`src/design/fbl_pkg.sv`:
```
`timescale 1ns / 1ps

package fbl_pkg;

	// stack geometry
	localparam int CACHE_DEPTH = 100;
	localparam int ADDR_W      = $clog2(CACHE_DEPTH);
	localparam int COUNT_W     = $clog2(CACHE_DEPTH + 1);
	localparam int BLK_W       = 16;

	typedef enum logic [1:0] {
		CMD_ALLOC  = 2'd0,
		CMD_FREE   = 2'd1,
		CMD_LOAD   = 2'd2,
		CMD_UNLOAD = 2'd3
	} cmd_t;

	typedef enum logic [2:0] {
		STAT_OK      = 3'd0,
		STAT_REFILL  = 3'd1,
		STAT_NOSPACE = 3'd2,
		STAT_BAD     = 3'd3,
		STAT_SPILL   = 3'd4,
		STAT_BUSY    = 3'd5,
		STAT_XFER    = 3'd6
	} status_t;

	typedef enum logic [1:0] {
		MODE_IDLE         = 2'd0,
		MODE_LOAD_COUNT   = 2'd1,
		MODE_LOAD_ENTRIES = 2'd2,
		MODE_UNLOAD       = 2'd3
	} mode_t;

	typedef enum logic {
		REG_INODE_AREA = 1'b0,
		REG_VOLUME     = 1'b1
	} reg_idx_t;

	typedef struct packed {
		logic [1:0]       cmd;
		logic [BLK_W-1:0] word;
	} req_t;

	typedef struct packed {
		logic [2:0]       status;
		logic [BLK_W-1:0] block_out;
		logic             last;
	} rsp_t;

endpackage

```
`src/design/fbl_ram.sv`:
```
`timescale 1ns / 1ps

module fbl_ram #(
	parameter int DEPTH = 100,
	parameter int WIDTH = 16
) (
	input  logic                     clk,
	input  logic                     wr_en,
	input  logic [$clog2(DEPTH)-1:0] wr_addr,
	input  logic [WIDTH-1:0]         wr_data,
	input  logic                     rd_en,
	input  logic [$clog2(DEPTH)-1:0] rd_addr,
	output logic [WIDTH-1:0]         rd_data
);

	logic [WIDTH-1:0] mem [DEPTH];

	// write port
	always_ff @(posedge clk) begin
		if (wr_en) begin
			mem[wr_addr] <= wr_data;
		end
	end

	// registered read port
	always_ff @(posedge clk) begin
		if (rd_en) begin
			rd_data <= mem[rd_addr];
		end
	end

endmodule

```
`src/design/free_block_list_cache.sv`:
```
`timescale 1ns / 1ps

// Free block list cache: a stack of up to CACHE_DEPTH free block numbers held in a
// single-port-read synchronous memory. A command is taken when start is high and
// busy is low; its one result appears on rsp, marked by done, for exactly one cycle,
// and must be taken then. Free, load and the count word of an unload are answered
// without leaving the idle state, so the next command may follow at once. An allocate
// refused as busy or on an empty stack is also answered from the idle state. An
// allocate that pops waits in S_POP on the registered read of the stack memory and
// reads it again for each out-of-range entry it drops; an unload of a stack entry
// waits in S_UNLD on that read. The result shows up in the cycle after the last
// working cycle. Configuration writes are always ready.
module free_block_list_cache (
	input  logic                clk,
	input  logic                arst_n,
	input  logic                start,
	output logic                busy,
	input  fbl_pkg::req_t       req,
	output logic                done,
	output fbl_pkg::rsp_t       rsp,
	input  logic                cfg_valid,
	output logic                cfg_ready,
	input  logic                cfg_index,
	input  logic [15:0]         cfg_data
);

	import fbl_pkg::*;

	typedef enum logic [2:0] {
		S_IDLE = 3'b001,
		S_POP  = 3'b010,
		S_UNLD = 3'b100
	} state_t;

	state_t             state_q, state_d;
	mode_t              mode_q, mode_d;
	logic [COUNT_W-1:0] count_q, count_d;
	logic [COUNT_W-1:0] idx_q, idx_d;
	logic [BLK_W-1:0]   pend_q, pend_d;
	logic [BLK_W-1:0]   inode_q, volume_q;
	logic               done_q, done_d;
	rsp_t               rsp_q, rsp_d;

	logic               wr_en, rd_en;
	logic [ADDR_W-1:0]  wr_addr, rd_addr;
	logic [BLK_W-1:0]   wr_data, rd_data;
	logic [BLK_W:0]     lo_bound;
	logic               accept;
	logic [COUNT_W-1:0] idx_inc;
	logic [COUNT_W-1:0] load_cnt;

	function automatic logic out_of_range(input logic [BLK_W-1:0] blk,
			input logic [BLK_W:0] lo, input logic [BLK_W-1:0] hi);
		return ({1'b0, blk} < lo) || (blk >= hi);
	endfunction

	fbl_ram #(.DEPTH(CACHE_DEPTH), .WIDTH(BLK_W)) u_stack (
		.clk     (clk),
		.wr_en   (wr_en),
		.wr_addr (wr_addr),
		.wr_data (wr_data),
		.rd_en   (rd_en),
		.rd_addr (rd_addr),
		.rd_data (rd_data)
	);

	assign busy      = (state_q != S_IDLE);
	assign accept    = start && !busy;
	assign done      = done_q;
	assign rsp       = rsp_q;
	assign cfg_ready = 1'b1;
	assign lo_bound  = {1'b0, inode_q} + (BLK_W+1)'(2);
	assign idx_inc   = idx_q + COUNT_W'(1);
	assign load_cnt  = (req.word > BLK_W'(CACHE_DEPTH)) ? '0 : req.word[COUNT_W-1:0];

	// command decode and stack sequencing
	always_comb begin
		state_d = state_q;
		mode_d  = mode_q;
		count_d = count_q;
		idx_d   = idx_q;
		pend_d  = pend_q;
		done_d  = 1'b0;
		rsp_d   = '{status: STAT_OK, block_out: '0, last: 1'b0};
		wr_en   = 1'b0;
		wr_addr = '0;
		wr_data = '0;
		rd_en   = 1'b0;
		rd_addr = count_q[ADDR_W-1:0] - ADDR_W'(1);

		unique case (state_q)
			S_IDLE: begin
				if (accept) begin
					unique case (cmd_t'(req.cmd))
						CMD_ALLOC: begin
							if (mode_q != MODE_IDLE) begin
								done_d       = 1'b1;
								rsp_d.status = STAT_BUSY;
							end else if (count_q == '0 || count_q > COUNT_W'(CACHE_DEPTH)) begin
								count_d      = '0;
								done_d       = 1'b1;
								rsp_d.status = STAT_NOSPACE;
							end else begin
								rd_en   = 1'b1;
								count_d = count_q - COUNT_W'(1);
								state_d = S_POP;
							end
						end
						CMD_FREE: begin
							done_d = 1'b1;
							if (mode_q != MODE_IDLE) begin
								rsp_d.status = STAT_BUSY;
							end else if (out_of_range(req.word, lo_bound, volume_q)) begin
								rsp_d.status = STAT_BAD;
							end else if (count_q >= COUNT_W'(CACHE_DEPTH)) begin
								mode_d          = MODE_UNLOAD;
								idx_d           = '0;
								pend_d          = req.word;
								rsp_d.status    = STAT_SPILL;
								rsp_d.block_out = req.word;
							end else begin
								wr_en   = 1'b1;
								wr_addr = count_q[ADDR_W-1:0];
								wr_data = req.word;
								count_d = count_q + COUNT_W'(1);
							end
						end
						CMD_LOAD: begin
							done_d = 1'b1;
							unique case (mode_q)
								MODE_LOAD_COUNT: begin
									rsp_d.status = STAT_XFER;
									count_d      = load_cnt;
									idx_d        = '0;
									if (load_cnt == '0) begin
										mode_d     = MODE_IDLE;
										rsp_d.last = 1'b1;
									end else begin
										mode_d = MODE_LOAD_ENTRIES;
									end
								end
								MODE_LOAD_ENTRIES: begin
									rsp_d.status = STAT_XFER;
									wr_en   = (idx_q < COUNT_W'(CACHE_DEPTH));
									wr_addr = idx_q[ADDR_W-1:0];
									wr_data = req.word;
									idx_d   = idx_inc;
									if (idx_inc >= count_q) begin
										mode_d     = MODE_IDLE;
										idx_d      = '0;
										rsp_d.last = 1'b1;
									end
								end
								default: begin
									rsp_d.status = STAT_BUSY;
								end
							endcase
						end
						CMD_UNLOAD: begin
							if (mode_q != MODE_UNLOAD) begin
								done_d       = 1'b1;
								rsp_d.status = STAT_BUSY;
							end else if (idx_q == '0) begin
								done_d          = 1'b1;
								rsp_d.status    = STAT_XFER;
								rsp_d.block_out = BLK_W'(count_q);
								idx_d           = idx_inc;
							end else begin
								rd_en   = 1'b1;
								rd_addr = idx_q[ADDR_W-1:0] - ADDR_W'(1);
								state_d = S_UNLD;
							end
						end
						default: ;
					endcase
				end
			end
			S_POP: begin
				if (rd_data == '0) begin
					// zero entry stays on the stack
					count_d      = count_q + COUNT_W'(1);
					done_d       = 1'b1;
					rsp_d.status = STAT_NOSPACE;
					state_d      = S_IDLE;
				end else if (out_of_range(rd_data, lo_bound, volume_q)) begin
					// drop the entry and pop again
					if (count_q == '0) begin
						done_d       = 1'b1;
						rsp_d.status = STAT_NOSPACE;
						state_d      = S_IDLE;
					end else begin
						rd_en   = 1'b1;
						count_d = count_q - COUNT_W'(1);
					end
				end else begin
					done_d          = 1'b1;
					rsp_d.block_out = rd_data;
					state_d         = S_IDLE;
					if (count_q == '0) begin
						mode_d       = MODE_LOAD_COUNT;
						idx_d        = '0;
						rsp_d.status = STAT_REFILL;
					end else begin
						rsp_d.status = STAT_OK;
					end
				end
			end
			S_UNLD: begin
				done_d          = 1'b1;
				rsp_d.status    = STAT_XFER;
				rsp_d.block_out = rd_data;
				state_d         = S_IDLE;
				if (idx_q >= COUNT_W'(CACHE_DEPTH)) begin
					// spill complete: push the freed block onto an empty stack
					wr_en      = 1'b1;
					wr_addr    = '0;
					wr_data    = pend_q;
					count_d    = COUNT_W'(1);
					mode_d     = MODE_IDLE;
					idx_d      = '0;
					rsp_d.last = 1'b1;
				end else begin
					idx_d = idx_inc;
				end
			end
			default: begin
				state_d = S_IDLE;
			end
		endcase
	end

	// control state
	always_ff @(posedge clk or negedge arst_n) begin
		if (!arst_n) begin
			state_q <= S_IDLE;
			mode_q  <= MODE_IDLE;
			count_q <= '0;
			idx_q   <= '0;
			pend_q  <= '0;
			done_q  <= 1'b0;
		end else begin
			state_q <= state_d;
			mode_q  <= mode_d;
			count_q <= count_d;
			idx_q   <= idx_d;
			pend_q  <= pend_d;
			done_q  <= done_d;
		end
	end

	// result register
	always_ff @(posedge clk) begin
		rsp_q <= rsp_d;
	end

	// configuration registers
	always_ff @(posedge clk or negedge arst_n) begin
		if (!arst_n) begin
			inode_q  <= '0;
			volume_q <= '0;
		end else if (cfg_valid && cfg_ready) begin
			unique case (reg_idx_t'(cfg_index))
				REG_INODE_AREA: inode_q  <= cfg_data;
				REG_VOLUME:     volume_q <= cfg_data;
				default: ;
			endcase
		end
	end

	// checks
	a_done_idle: assert property (@(posedge clk) disable iff (!arst_n)
		done |-> !busy)
		else $error("result strobed while a transaction is still in progress");

	a_accept_answers: assert property (@(posedge clk) disable iff (!arst_n)
		accept |=> (done || busy))
		else $error("accepted transaction neither answered nor in progress");

	a_count_bound: assert property (@(posedge clk) disable iff (!arst_n)
		count_q <= COUNT_W'(CACHE_DEPTH))
		else $error("free count exceeds stack depth");

	a_load_nonempty: assert property (@(posedge clk) disable iff (!arst_n)
		(mode_q == MODE_LOAD_ENTRIES) |-> (count_q != '0 && idx_q < count_q))
		else $error("loading entries with no entries outstanding");

endmodule
```
`config.mk`:
```
export PLATFORM = sky130hd
export DESIGN_NAME = free_block_list_cache
export DESIGN_NICKNAME = d
export VERILOG_FILES = /design/src/design/fbl_pkg.sv /design/src/design/fbl_ram.sv /design/src/design/free_block_list_cache.sv
export SDC_FILE = /design/constraint.sdc
export NUM_CORES = 2
export LEC_CHECK = 0
export BUFFER_PORTS_ARGS = -buffer_cell sky130_fd_sc_hd__buf_4
export CELL_PAD_IN_SITES_DETAIL_PLACEMENT = 1
export CELL_PAD_IN_SITES_GLOBAL_PLACEMENT = 1
export CORE_UTILIZATION = 30
export DETAILED_ROUTE_END_ITERATION = 10
export PLACE_DENSITY_LB_ADDON = 0.12
export SYNTH_ARGS = -nofsm -noshare
export SYNTH_HDL_FRONTEND = slang
export SYNTH_HIERARCHICAL = 1
export SYNTH_SLANG_ARGS = --single-unit
```
`constraint.sdc`:
```
create_clock -name clk -period 5.75 [get_ports clk]
set_input_delay 0.575 -clock clk [delete_from_list [all_inputs] [get_ports clk]]
set_output_delay 0.575 -clock clk [all_outputs]
set_load 0.1 [all_outputs]
```
* After elaboration in Yosys (flattened, before gate mapping)
Memory sizes are Yosys's and may differ from the RTL's. A register that Yosys moved wholly into a read port is not among the register bits.
Cells that the tools add are included.
** Word-level totals
- Memory bits (writable) :: 1600
- Register bits after elaboration :: 88
- Bits of input ports :: 39
- Logic and storage cells :: 212
- Memories :: 1
** Operators by class
- Bitwise logic cells :: 3
- $add $sub $neg :: 5
- Order comparisons :: 10
- Multiplexer cells :: 127
- Equality and inequality tests :: 34
- Reductions and logical operators :: 21
** Memories
- u_stack.mem :: words 100, bits a word 16, rd ports 1, clocked after Yosys merged registers in 1, write ports 1, RTL line fbl_ram.sv:16 : logic [WIDTH-1:0] mem [DEPTH];
** Operator list (count)
- two-way mux 7 bit :: 34
- two-way mux 16 bit :: 11
- one-hot mux 16 bit (2 select lines) :: 3
- one-hot mux 7 bit (3 select lines) :: 4
- one-hot mux 19 bit (3 select lines) :: 1
- two-way mux 19 bit :: 2
- two-way mux 3 bit :: 12
- < comparator 16 x 17 -> 1 bit :: 2
- inequality test 3 bit, second input constant :: 11
- greater-or-equal comparator 16 bit :: 2
- two-way mux 2 bit :: 15
- two-way mux 1 bit :: 28
- one-hot mux 7 bit (2 select lines) :: 2
- AND reduction 12 bit :: 2
- zero test 7 bit :: 3
- two-way mux 20 bit :: 1
- adder 16 x 2 -> 17 bit, second input constant :: 1
- greater-than comparator 16 x 7 -> 1 bit, second input constant :: 1
- zero test 16 bit :: 1
- adder 7 x 1 -> 7 bit, second input constant :: 2
- greater-or-equal comparator 7 bit, second input constant :: 2
- subtractor 7 x 1 -> 7 bit, second input constant :: 2
- inequality test 2 bit, second input constant :: 6
- one-hot mux 1 bit (2 select lines) :: 6
- 30 further kinds :: 46

* Logic depth before layout (Yosys ltp)
- Depth in word-level cells :: 10
- Depth in mapped cells :: 21
- Depth with buffers taken out :: 18

* Hierarchy
Netlist, hierarchy kept.
** Modules (own cells, without submodules)
- fbl_ram :: area an instance 61835.6 um2, cells an instance 2640, seq. area each 48526.5 um2, instances 1
- free_block_list_cache :: area an instance 6769.0 um2, cells an instance 728, seq. area each 2103.3 um2, instances 1

* Least setup slack after synthesis
No wires, ideal clock.
- Kind :: register to register
- Start point :: register inode_q[1]
- End point :: memory u_stack.mem[80][0] (enable)
- Setup time :: 0.409 ns
- Buffers on the path :: 1
- Path slack :: 0.635 ns
- Arrival time :: 4.706 ns
- Required time :: 5.341 ns
- Cell stages (with the launch flop) :: 19
- Path through :: dfrtp_1 ha_1 nand3_2 nor2_1 nand3_1 xor2_1 ha_1 a21o_1 a21o_1 a21oi_1 or4b_1 and4_1 buf_6 nor3b_4 a22oi_1 nor2_1 nor2b_1 nand4b_1 nor3_1
** On the way
- Elaborated cells on any way between the ends :: 15
- Classes of those cells :: add/sub: 1; order compare: 1; mux: 12; reduce/logical: 1
** RTL lines
- from (decl) :: RTL line free_block_list_cache.sv:40 : logic [BLK_W-1:0] inode_q, volume_q;
- from (signal assigned) :: RTL line free_block_list_cache.sv:263 : REG_INODE_AREA: inode_q <= cfg_data;
- adder 16 x 2 -> 17 bit :: RTL line free_block_list_cache.sv:72 : assign lo_bound = {1'b0, inode_q} + (BLK_W+1)'(2);
- < comparator 16 x 17 -> 1 bit :: RTL line free_block_list_cache.sv:54 : return ({1'b0, blk} < lo) || (blk >= hi);
- logical OR 1 bit :: RTL line free_block_list_cache.sv:54
- two-way mux 7 bit :: RTL line free_block_list_cache.sv:113 : end else if (out_of_range(req.word, lo_bound, volume_q)) begin
- two-way mux 7 bit :: RTL line free_block_list_cache.sv:111 : if (mode_q != MODE_IDLE) begin
- one-hot mux 7 bit (2 select lines) :: RTL line free_block_list_cache.sv:94 : unique case (cmd_t'(req.cmd))
- two-way mux 7 bit :: RTL line free_block_list_cache.sv:93 : if (accept) begin
- two-way mux 7 bit
- named net wr_addr[5] :: RTL line free_block_list_cache.sv:45 : logic [ADDR_W-1:0] wr_addr, rd_addr;
- to (decl) :: RTL line fbl_ram.sv:16
The timed path passes the listed nets, and every way through them passes these cells.

* Final worst setup path
- Start point :: register inode_q[1]
- End point :: memory u_stack.mem[47][0] (enable)
Same word-level chain as after synthesis.

==> run metrics <==
Pint 26.4 mW; Logic pwr share 0.359; crit end category register; R2R cell count 19; DP HPWL approximately 140 mm; total clock sinks roughly 1700; Die Area 231000 um^2; routed len/inst 30.7 um; max-cap viol count 0; Cell Rows 175; register area share after synthesis 0.738; Async SR Flop Fraction 0.0399; sw frac 0.346; synth unique cells 83; Rel. slew slack 0.177; Worst-path clk slew 60 ps; antenna violations before repair 14; Syn Inst Count between 3000 and 4000; status complete, no violations; DRT antenna net count 0; Final Total Pwr about 40 mW; Final Wtd Congestion approximately 0.8; Worst Tran Pin Value between 1000 and 1500 ps; Num CTS Buffers 188; Die Ht ~480 um; first-pass GRT wire length between 300 and 400 mm; Inst Count DP approximately 6600; PD cells 492 nW/um^2; Starting Density 0.302; Core ar. 227000 um^2; Syn Area/Cell just over 20 um^2; RSZ-0062 raised after global routing true; Setup crit start kind register; Layout Cells excl Fill 6946; Setup WS post-layout 321 ps; Final Cycle Share 0.944; leakage power between 20 and 25 nW; clk_skew around 37 ps; ys flop type edfxtp_1; die width 480 um; Max Fclk 0.184 GHz; GRT Util Overall 0.186; CP required 6250 ps; Max Buffers Root-to-Sink 3; Worst EP arrival 5930 ps; setup bufs post-CTS 0; crit path time final 5430 ps; syn nets 3485; Place WS 189 ps; #FFs+latches synth 1704; nets around 3900; Total Wirelength 214 mm; Hold Crit Class input port to register; Hold Vio Cnt, Final 0; sequential share of power 0.341; Synth Warn # 6; CTS tree yes; Sum Neg Setup Slack 0 ps; Syn-to-layout area delta 19.4%; drt initial violations 2937; worst-path fanout max 16; EDFF count, synth 1616; DRC 0; Psw around 14 mW; vias per cell between 5 and 6; IO Count 62; H-tree levels 4; VDD IR max 337 uV; Buffers on Ports 60; CTS Root Buffer Type clkbuf_16; hold slack a little under 80 ps; Clock Power Share 0.300; clk_lat worst skew 850 ps; Slew Viols, Final 0; largest net degree at the start of global routing 91; gr ovfl total 0; final setup violation count 0; synthesized area around 70000 um^2; critical setup path kind register to register; vias in the first global route between 30000 and 40000; 1st-pass router iterations 5; layout cells sized above 1 0.318; Hold Path Depth 2; vias post-DR 35100; Layout fillers 22100
[synth_stat cells (7+ instances only)]
master / n / share of area
edfxtp_1: 1616 / 0.71
mux4_2: 450 / 0.15
nor2_1: 155 / 0.0085
nand2_1: 124 / 0.0068
clkbuf_1: 89 / 0.0049
ha_1: 78 / 0.014
dfrtp_1: 67 / 0.024
inv_1: 48 / 0.0026
mux2_2: 48 / 0.0079
a21oi_1: 47 / 0.0034
a22oi_1: 43 / 0.0047
buf_2: 41 / 0.0030
mux2i_1: 39 / 0.0057
nand3_1: 35 / 0.0026
o22ai_1: 35 / 0.0032
o21ai_0: 29 / 0.0021
a22o_1: 28 / 0.0036
nor3_1: 28 / 0.0020
xnor2_1: 25 / 0.0032
a31oi_1: 23 / 0.0021
buf_4: 23 / 0.0025
nor2b_1: 23 / 0.0021
a211oi_1: 22 / 0.0024
dfxtp_1: 20 / 0.0058
and2_1: 16 / 0.0015
and3_1: 15 / 0.0014
a2111oi_0: 13 / 0.0017
a21o_1: 12 / 0.0013
buf_6: 12 / 0.0020
o31a_1: 12 / 0.0015
buf_1: 11 / 0.00060
nand2b_1: 11 / 0.0010
nand4_1: 11 / 0.0010
a221o_1: 7 / 0.0010
a32oi_1: 7 / 0.00089
[routing by layer]
| metal | part of all wire | track usage | vias up |
|---|---|---|---|
| li1 | - | - | 14900 |
| met1 | 0.46 | 0.263 | 19300 |
| met2 | 0.49 | 0.307 | 773 |
| met3 | 0.038 | 0.0230 | 187 |
| met4 | 0.015 | 0.0382 | 0 |
| met5 | 0 | 0 | - |
[placed cells by master (no fill, tap or decap), types with 40 or more instances in the layout]
cell type and n:
nor2_2 69, clkinv_1 40, buf_12 68, a22oi_1 43
edfxtp_1 1616, buf_4 302, nand2_1 122, clkbuf_1 40
dfrtp_1 67, ha_1 78, a21oi_1 45, clkbuf_16 193
mux4_2 450, nor2_1 88, mux2_2 48, inv_1 48
[worst max-delay path: stages (launching register included)]
cell	delay [ps]
dfrtp_1	460
ha_1	230
nand3_2	170
nor2_1	280
nand2_1	80
nor2_1	120
xnor2_1	120
ha_1	300
and4_1	220
o41ai_1	90
a21o_1	160
o221ai_1	140
and4_1	360
nor3b_4	500
a22oi_1	160
nor2_1	390
nor2b_1	300
nand2_1	440
nor2_2	200
buf_4	300
[sequential cells by signal (all words and copies together) (netlist names)]
name,cells
u_stack/mem,1600
rsp,20
inode_q,16
pend_q,16
u_stack/rd_data,16
volume_q,16
count_q,7
idx_q,7
state_q,3
mode_q,2
done,1
[timing repair]
action                                  4_1_cts  5_1_grt
resized for setup                             0        3
hold buffers                                 25        0
endpoints found under the setup margin        0      490
hold endpoints to repair                    113        0
[path summary, 6_finish.rpt]
check	from	slack, ps	to
setup / recovery	inode_q[1]$_DFFE_PN0P_	320	u_stack/mem[47][0]$_DFFE_PP_
hold / removal	req[11]	80	rsp[12]$_DFF_P_
setup reg to reg	inode_q[1]$_DFFE_PN0P_	320	u_stack/mem[47][0]$_DFFE_PP_
hold reg to reg	volume_q[13]$_DFFE_PN0P_	520	volume_q[13]$_DFFE_PN0P_
max in group asynchronous	arst_n	4620	inode_q[13]$_DFFE_PN0P_
min in group asynchronous	arst_n	430	mode_q[0]$_DFFE_PN0P_
[kinds of logic (layout without fill, tap and decap cells)]
group,Yosys count,in the layout,synth area share
AOI/OAI and AO/OA,331,331,0.0347
buffers and inverters,225,790,0.0156
muxes,538,538,0.161
adders and majority gates,79,79,0.0144
other,1,5,0.0000547
and+or+nand+nor,459,459,0.0318
xor gates and xnor gates,31,31,0.00396
DFF,1704,1704,0.738
[power groups by stage]
| stage | Clock, mW | Sequential [mW] | Combinational, mW |
|---|---|---|---|
| after global placement | 0 | 14.0 | 14.8 |
| after detailed placement | 0 | 14.0 | 14.7 |
| after floorplan | 0 | 14.0 | 7.96 |
| final | 12.1 | 13.8 | 14.5 |
| after global routing | 12.8 | 13.8 | 15.2 |
| after CTS | 12.4 | 13.7 | 14.8 |
[metrics by stage]
step / area [um^2] / utilization
after CTS: 81900 / 0.360
after global routing: 81900 / 0.360
after floorplan: 68600 / -
after detailed placement: 75500 / 0.332
after global placement: 75500 / 0.332
final: 81900 / 0.360
[cell type report]
class | count | area, um^2 | share of cell area
sequential | 1704 | 50600 | 0.618
multi-input combinational | 1439 | 17300 | 0.211
clock buffer | 235 | 5010 | 0.0611
timing repair buffer | 395 | 3880 | 0.0474
tap | 3009 | 3760 | 0.0460
clock inverter | 111 | 1110 | 0.0136
inverter | 49 | 184 | 0.00225
antenna | 4 | 10.0 | 0.000122
(Power assumes the default switching activity.)
